==> src/design/tsw_pkg.sv <==
// ----------------------------------------------------------------------------
// tsw_pkg: shared types and constants for the TCP sender window block
// Command codes, queue sizing, controller/datapath command and status structs.
// ----------------------------------------------------------------------------
`default_nettype none
package tsw_pkg;
    localparam int MaxPayload  = 1024;
    localparam int QueueDepth  = 64;
    localparam int MaxResults  = 64;
    localparam int QAW         = $clog2(QueueDepth);
    localparam int QCW         = $clog2(QueueDepth + 1);
    localparam int RCW         = $clog2(MaxResults + 1);
    localparam int EntryW      = 64 + 11 + 2;

    typedef enum logic [1:0] {
        CMD_PUSH  = 2'd0,
        CMD_ACK   = 2'd1,
        CMD_TICK  = 2'd2,
        CMD_QUERY = 2'd3
    } cmd_t;

    typedef enum logic [0:0] {
        CFG_ISN = 1'b0,
        CFG_RTO = 1'b1
    } cfg_idx_t;

    typedef struct packed {
        logic [1:0]  cmd;
        logic [15:0] bytes_ready;
        logic        stream_closed;
        logic        stream_error;
        logic        ack_present;
        logic [31:0] ack_number;
        logic [15:0] peer_window;
        logic        peer_reset;
        logic [15:0] elapsed_ms;
    } in_beat_t;

    typedef struct packed {
        logic        segment_valid;
        logic [31:0] seqno;
        logic        syn_flag;
        logic        fin_flag;
        logic        rst_flag;
        logic [10:0] payload_len;
        logic        is_retransmit;
        logic [16:0] in_flight;
        logic [7:0]  retransmit_count;
        logic        last;
    } out_beat_t;

    // controller -> datapath
    typedef struct packed {
        logic load;       // capture input beat
        logic push_init;  // compute window for push
        logic push_step;  // build one segment or status beat
        logic ack_upd;    // window, rst latch, ackno accept
        logic ack_rd;     // never asserted; the RAM reads the head entry continuously
        logic ack_pop;    // evaluate head entry
        logic ack_fin;    // empty queue cleanup
        logic tick_upd;   // advance timer
        logic tick_fire;  // retransmit bookkeeping
        logic status;     // emit status beat
        logic emit_retx;  // emit retransmit beat
    } ctl_cmd_t;

    // datapath -> controller
    typedef struct packed {
        logic [1:0] cmd;
        logic       push_more;  // another segment may be built
        logic       push_done;  // push has ended, at init or by a push step
        logic       push_any;   // at least one beat emitted
        logic       head_retire;
        logic       queue_empty;
        logic       timer_running;
        logic       tick_timeout;
    } dp_stat_t;
endpackage
`default_nettype wire

==> src/design/tsw_ctrl.sv <==
// ----------------------------------------------------------------------------
// tsw_ctrl: command sequencer and output handshake
// Walks each command through datapath steps; holds each beat until taken.
// ----------------------------------------------------------------------------
`default_nettype none
module tsw_ctrl (
    input  wire logic              clk,
    input  wire logic              rst_n,
    input  wire logic              in_valid,
    output logic                   in_ready,
    output logic                   out_valid,
    input  wire logic              out_ready,
    input  wire logic              out_last,
    input  wire tsw_pkg::dp_stat_t stat,
    output tsw_pkg::ctl_cmd_t      ctl
);
    import tsw_pkg::*;

    typedef enum logic [3:0] {
        S_IDLE, S_DECODE, S_PUSH, S_ACK_RD, S_ACK_WAIT, S_ACK_POP, S_ACK_FIN,
        S_TICK, S_TICK_RD, S_TICK_WAIT, S_RETX, S_STATUS, S_OUT
    } state_t;

    state_t state_reg;
    logic   ov_reg;

    assign in_ready  = (state_reg == S_IDLE);
    assign out_valid = ov_reg;

    always_comb
    begin
        ctl = '0;
        ctl.load = in_valid && in_ready;
        unique case (state_reg)
            S_DECODE:
            begin
                ctl.push_init = (stat.cmd == CMD_PUSH);
                ctl.ack_upd   = (stat.cmd == CMD_ACK);
                ctl.tick_upd  = (stat.cmd == CMD_TICK) && stat.timer_running;
            end
            S_PUSH:      ctl.push_step = !ov_reg && stat.push_more;
            S_ACK_POP:   ctl.ack_pop   = 1'b1;
            S_ACK_FIN:   ctl.ack_fin   = 1'b1;
            S_TICK_RD:   ctl.tick_fire = 1'b1;
            S_RETX:      ctl.emit_retx = 1'b1;
            S_STATUS:    ctl.status    = 1'b1;
            default:     ;
        endcase
    end

    always_ff @(posedge clk or negedge rst_n)
    begin
        if (!rst_n)
        begin
            state_reg <= S_IDLE;
            ov_reg    <= 1'b0;
        end
        else
        begin
            if (ov_reg && out_ready)
            begin
                ov_reg <= 1'b0;
            end
            unique case (state_reg)
                S_IDLE:
                    if (in_valid)
                    begin
                        state_reg <= S_DECODE;
                    end
                S_DECODE:
                    priority case (stat.cmd)
                        CMD_PUSH:  state_reg <= S_PUSH;
                        CMD_ACK:   state_reg <= S_ACK_RD;
                        CMD_TICK:  state_reg <= stat.timer_running ? S_TICK : S_STATUS;
                        default:   state_reg <= S_STATUS;
                    endcase
                S_PUSH:
                    if (!ov_reg || out_ready)
                    begin
                        if (ctl.push_step)
                        begin
                            ov_reg <= 1'b1;
                        end
                        else if (!stat.push_more)
                        begin
                            state_reg <= stat.push_any ? S_OUT : S_STATUS;
                        end
                    end
                S_ACK_RD:   state_reg <= S_ACK_WAIT;
                S_ACK_WAIT: state_reg <= S_ACK_POP;
                S_ACK_POP:  state_reg <= stat.head_retire ? S_ACK_RD : S_ACK_FIN;
                S_ACK_FIN:  state_reg <= S_STATUS;
                S_TICK:     state_reg <= stat.tick_timeout ? S_TICK_RD : S_STATUS;
                S_TICK_RD:  state_reg <= S_TICK_WAIT;
                S_TICK_WAIT: state_reg <= S_RETX;
                S_RETX:
                begin
                    ov_reg    <= 1'b1;
                    state_reg <= S_OUT;
                end
                S_STATUS:
                begin
                    ov_reg    <= 1'b1;
                    state_reg <= S_OUT;
                end
                S_OUT:
                    if (!ov_reg || (out_ready && out_last))
                    begin
                        state_reg <= S_IDLE;
                    end
                default:    state_reg <= S_IDLE;
            endcase
        end
    end
endmodule
`default_nettype wire

==> config.mk <==
export PLATFORM = sky130hd
export DESIGN_NAME = tsw_ctrl
export DESIGN_NICKNAME = d
export VERILOG_FILES = /design/src/design/tsw_pkg.sv /design/src/design/tsw_ctrl.sv
export SDC_FILE = /design/constraint.sdc
export NUM_CORES = 1
export LEC_CHECK = 0
export BUFFER_PORTS_ARGS = -buffer_cell sky130_fd_sc_hd__buf_2
export CAP_MARGIN = 20
export CORE_UTILIZATION = 35
export CTS_CLUSTER_SIZE = 8
export DETAILED_ROUTE_END_ITERATION = 6
export PLACE_DENSITY = 0.65
export SLEW_MARGIN = 40
export SYNTH_ARGS = -nofsm -noshare
export SYNTH_HDL_FRONTEND = slang
export SYNTH_SLANG_ARGS = --single-unit
==> constraint.sdc <==
create_clock -name clk -period 3.6 [get_ports clk]
set_input_delay 0.36 -clock clk [delete_from_list [all_inputs] [get_ports clk]]
set_output_delay 0.36 -clock clk [all_outputs]
set_load 0.1 [all_outputs]
; Word-level counts from Yosys, hierarchy flattened
; Cells that the tools add are included.
[word_totals]
reg_bits = 5
input_bits = 14
[op_classes]
n_eq_ne = 19
n_reduce_logical = 12
mux = 24
[op_table]
columns = operator, n
row1 = 4-bit one-hot mux with 12 select lines, 1
row2 = 4-bit two-way mux, 6
row3 = 4-bit equality test (second input constant), 5
row4 = 4-bit by 3-bit equality test with 1-bit output (second input constant), 4
row5 = 1-bit two-way mux, 12
row6 = 4-bit one-hot mux with 3 select lines, 1
row7 = 2-bit inequality test (second input constant), 5
row8 = 4-bit by 2-bit equality test with 1-bit output (second input constant), 2
row9 = 3-bit two-way mux, 2
row10 = 1-bit logical AND, 5
row11 = 5-bit AND reduction, 1
row12 = 4-bit by 1-bit equality test with 1-bit output (second input constant), 1
row13 = 4-bit logical NOT, 1
row14 = 2-bit by 1-bit equality test with 1-bit output (second input constant), 1
row15 = 2-bit equality test (second input constant), 1
row16 = 2-bit logical NOT, 1
row17 = 1-bit logical OR, 2
row18 = 2-bit two-way mux, 1
row19 = 1-bit one-hot mux with 2 select lines, 1
row20 = 2-bit OR reduction, 1
row21 = 1-bit logical NOT, 1

; Logic depth before layout (Yosys ltp)
[logic_depth]
depth_word = 6
depth_mapped = 5

; Least setup slack after synthesis
; Ideal clock, no wire load.
[synth_path]
path_kind = register to output
start = reg state_reg[2]
end = out ctl[10] (netlist name)
required_ns = 3.240
t_arrival_ns = 3.744
path_stages_with_launch = 5
n_path_buf = 1
path_slack_ns = -0.504
cell_sequence = dfrtp_1 > or2_1 > buf_6 > nor3_1 > and2_1
[synth_rtl]
columns = element, line
row1 = from (decl), tsw_ctrl.sv:24  ; state_t state_reg;
row2 = from (signal assigned), tsw_ctrl.sv:74  ; CMD_TICK: state_reg <= stat.timer_running ? S_TICK : S_STATUS;
row3 = from (signal assigned), tsw_ctrl.sv:86  ; state_reg <= stat.push_any ? S_OUT : S_STATUS;
row4 = from (signal assigned), tsw_ctrl.sv:91  ; S_ACK_POP: state_reg <= stat.head_retire ? S_ACK_RD : S_ACK_FIN;
row5 = to (decl), tsw_ctrl.sv:15  ; output tsw_pkg::ctl_cmd_t ctl

==> metrics.md <==
| Metric | Value |
|---|---|
| Status | `completed` |
| CP endpoint kind | `primary output` |
| CP Class | `flop to primary output` |
| I/O Buffers | `23` |
| Ys Warns | `0` |
| Number of global-route vias before repair | `433` |
| Delay-heaviest family, CP | `flip-flops` |
| Layout cells sized above 1 | `0.365` |
| RSZ-0062 raised after global routing | `no` |
| Final period utilization | `0.641` |
| Fin. Hold Viols | `0` |
| CORE AREA | `0.00132 mm2` |
| Crit path time final | `2.31 ns` |
| Post-Route WL | `1.20 mm` |
| Layout area overhead | `27.3%` |
| Initial antenna violation count | `0` |
| Max frequency | `433 MHz` |
| Synth unique cells | `33` |
| Dpl hpwl | `just over 900 um` |
| Clock Latency Late Sink | `roughly 0.25 ns` |
| GRT Util Overall | `0.169` |
| Max FFs per register | `4` |
| Post-DR wirelength/cell | `roughly 12 um` |
| Total CTS buffers | `3` |
| Synth Register Bits | `5` |
| Ant. Diodes | `0` |
| Initial Util | `0.379` |
| Synthesized cell area | `499 um2` |
| Commonest non-fill, non-tap cells in the layout | `buf_2, nor2_1, dfrtp_1` |
| Syn Nets | `77` |
| Worst Skew | `0.00269 ns` |
| Worst R2R Path Depth | `4` |
| Clock buffer depth | `2` |
| Vias/cell | `5.27` |
| Net count, final | `100` |
| Asr flop ratio synth | `1.00` |
| CTS Sinks | `5` |
| Die area | `0.00158 mm2` |
| Num ports | `27` |
| # rows | `13` |
| Critical Path Fanout Max | `14` |
| Die height | `39.8 um` |
| Crit path required time | `3.24 ns` |
| Die span in x | `39.8 um` |
| Largest net degree at the start of global routing | `15` |
| Initial DRC count | `3` |
| Crit path largest cell delay | `0.62 ns` |
| Maximum level of the CTS H-tree | `1` |
| Pre-antenna DRT Iters | `4` |
| Crit path cell chain | `nand2b_1, nor4_1, buf_2` |
| Hold Path Class | `input pin to asynchronous set/reset pin` |
| Clk root buf | `clkbuf_4` |
| Post-CTS Resized | `0` |
| Slowest cell on the critical path | `dfrtp_1` |
| WP buf/inv | `1` |
| Most common cell after layout, fill and taps aside | `buf_2` |
| Setup-failing EPs final | `0` |
| Post-Syn Instances | `63` |
| Setup TNS | `0 ns` |
| Drt drc | `0` |
| Post-CTS Setup Inserts | `0` |
| CP startpoint kind | `flop` |
| CTS tree | `yes` |
| Hold buffer count at cts | `1` |
| Post-synth EDFFs | `0` |
| Vias | `527` |
| First-pass GRT wire length | `1.73 mm` |
| Max Transition Viols Final | `0` |
| Grt ovf | `0` |
| R2r endpoint | `state_reg[2]` |
| Gp weighted congestion | `0.791` |
| Reg2reg setup slack | `2.01 ns` |
| Sequential fraction of the synthesis area | `0.251` |
| Clock slew at reported path FFs | `0.04 ns` |
| Crit path DAT | `1.95 ns` |
| Post-DRT Antenna Nets | `0` |
| Maximum Capacitance Violations | `0` |
| Syn_area_per_cell | `7.92 um2` |
| Number of fill cells | `146` |
| Reg-to-reg startpoint | `state_reg[0]` |
| Main synth FF type | `dfrtp_1` |
-- metal layers --
layer,up-vias,share of wire,track usage
met5,-,0,0
met4,0,0,0.0776
met3,0,0.071,0.0682
met2,25,0.45,0.287
met1,235,0.48,0.180
li1,267,-,-
-- cells by family after synthesis --
logic type	Yosys count	synth area share
AO/OA/AOI/OAI	19	0.288
buffers and inverters	9	0.100
flip-flops	5	0.251
other	1	0.00751
AND/OR/NAND/NOR	29	0.353
-- worst max path at each step --
stage,startpoint,end,slack [ns],cells past startpoint
after floorplan,state_reg[2],ctl[7],-0.30,3
after global placement,state_reg[0],ctl[7],1.61,3
after detailed placement,state_reg[0],ctl[9],1.57,3
after CTS,state_reg[0],ctl[9],1.28,3
after global routing,state_reg[0],ctl[7],1.18,3
final,state_reg[0],ctl[9],1.29,3
-- cell usage after synthesis (2+ instances only) --
cell	count	share of area
and2_1	2	0.025
inv_1	3	0.023
buf_2	4	0.040
dfrtp_1	5	0.25
nand2b_1	4	0.050
a211oi_1	3	0.045
nor2_1	6	0.045
nor2b_1	3	0.038
o21bai_1	2	0.030
nor3_1	4	0.040
nor4_1	2	0.025
a21oi_1	4	0.040
-- area by class of cell --
class	instances	area, um2	area share
inverters	3	11.3	0.0177
flip-flops and latches	5	125	0.197
well taps	15	18.8	0.0295
repair buffers	24	125	0.197
clock buffers	4	26.3	0.0413
multi-input cells	49	329	0.518
-- through the flow --
step / instances / worst slack (ns) / utilization / area, um2 / hold slack (ns)
after floorplan: 63 / -0.298 / - / 504 / 0.0644
after global placement: 95 / 1.61 / 0.455 / 599 / 0.176
after detailed placement: 95 / 1.57 / 0.455 / 599 / 0.178
after CTS: 100 / 1.28 / 0.482 / 636 / 0.445
after global routing: 100 / 1.18 / 0.482 / 636 / 0.466
final: 100 / 1.29 / 0.482 / 636 / 0.448
Power is not shown: default switching activity piles up to over one toggle a cycle in this logic, so the estimate is an artifact.
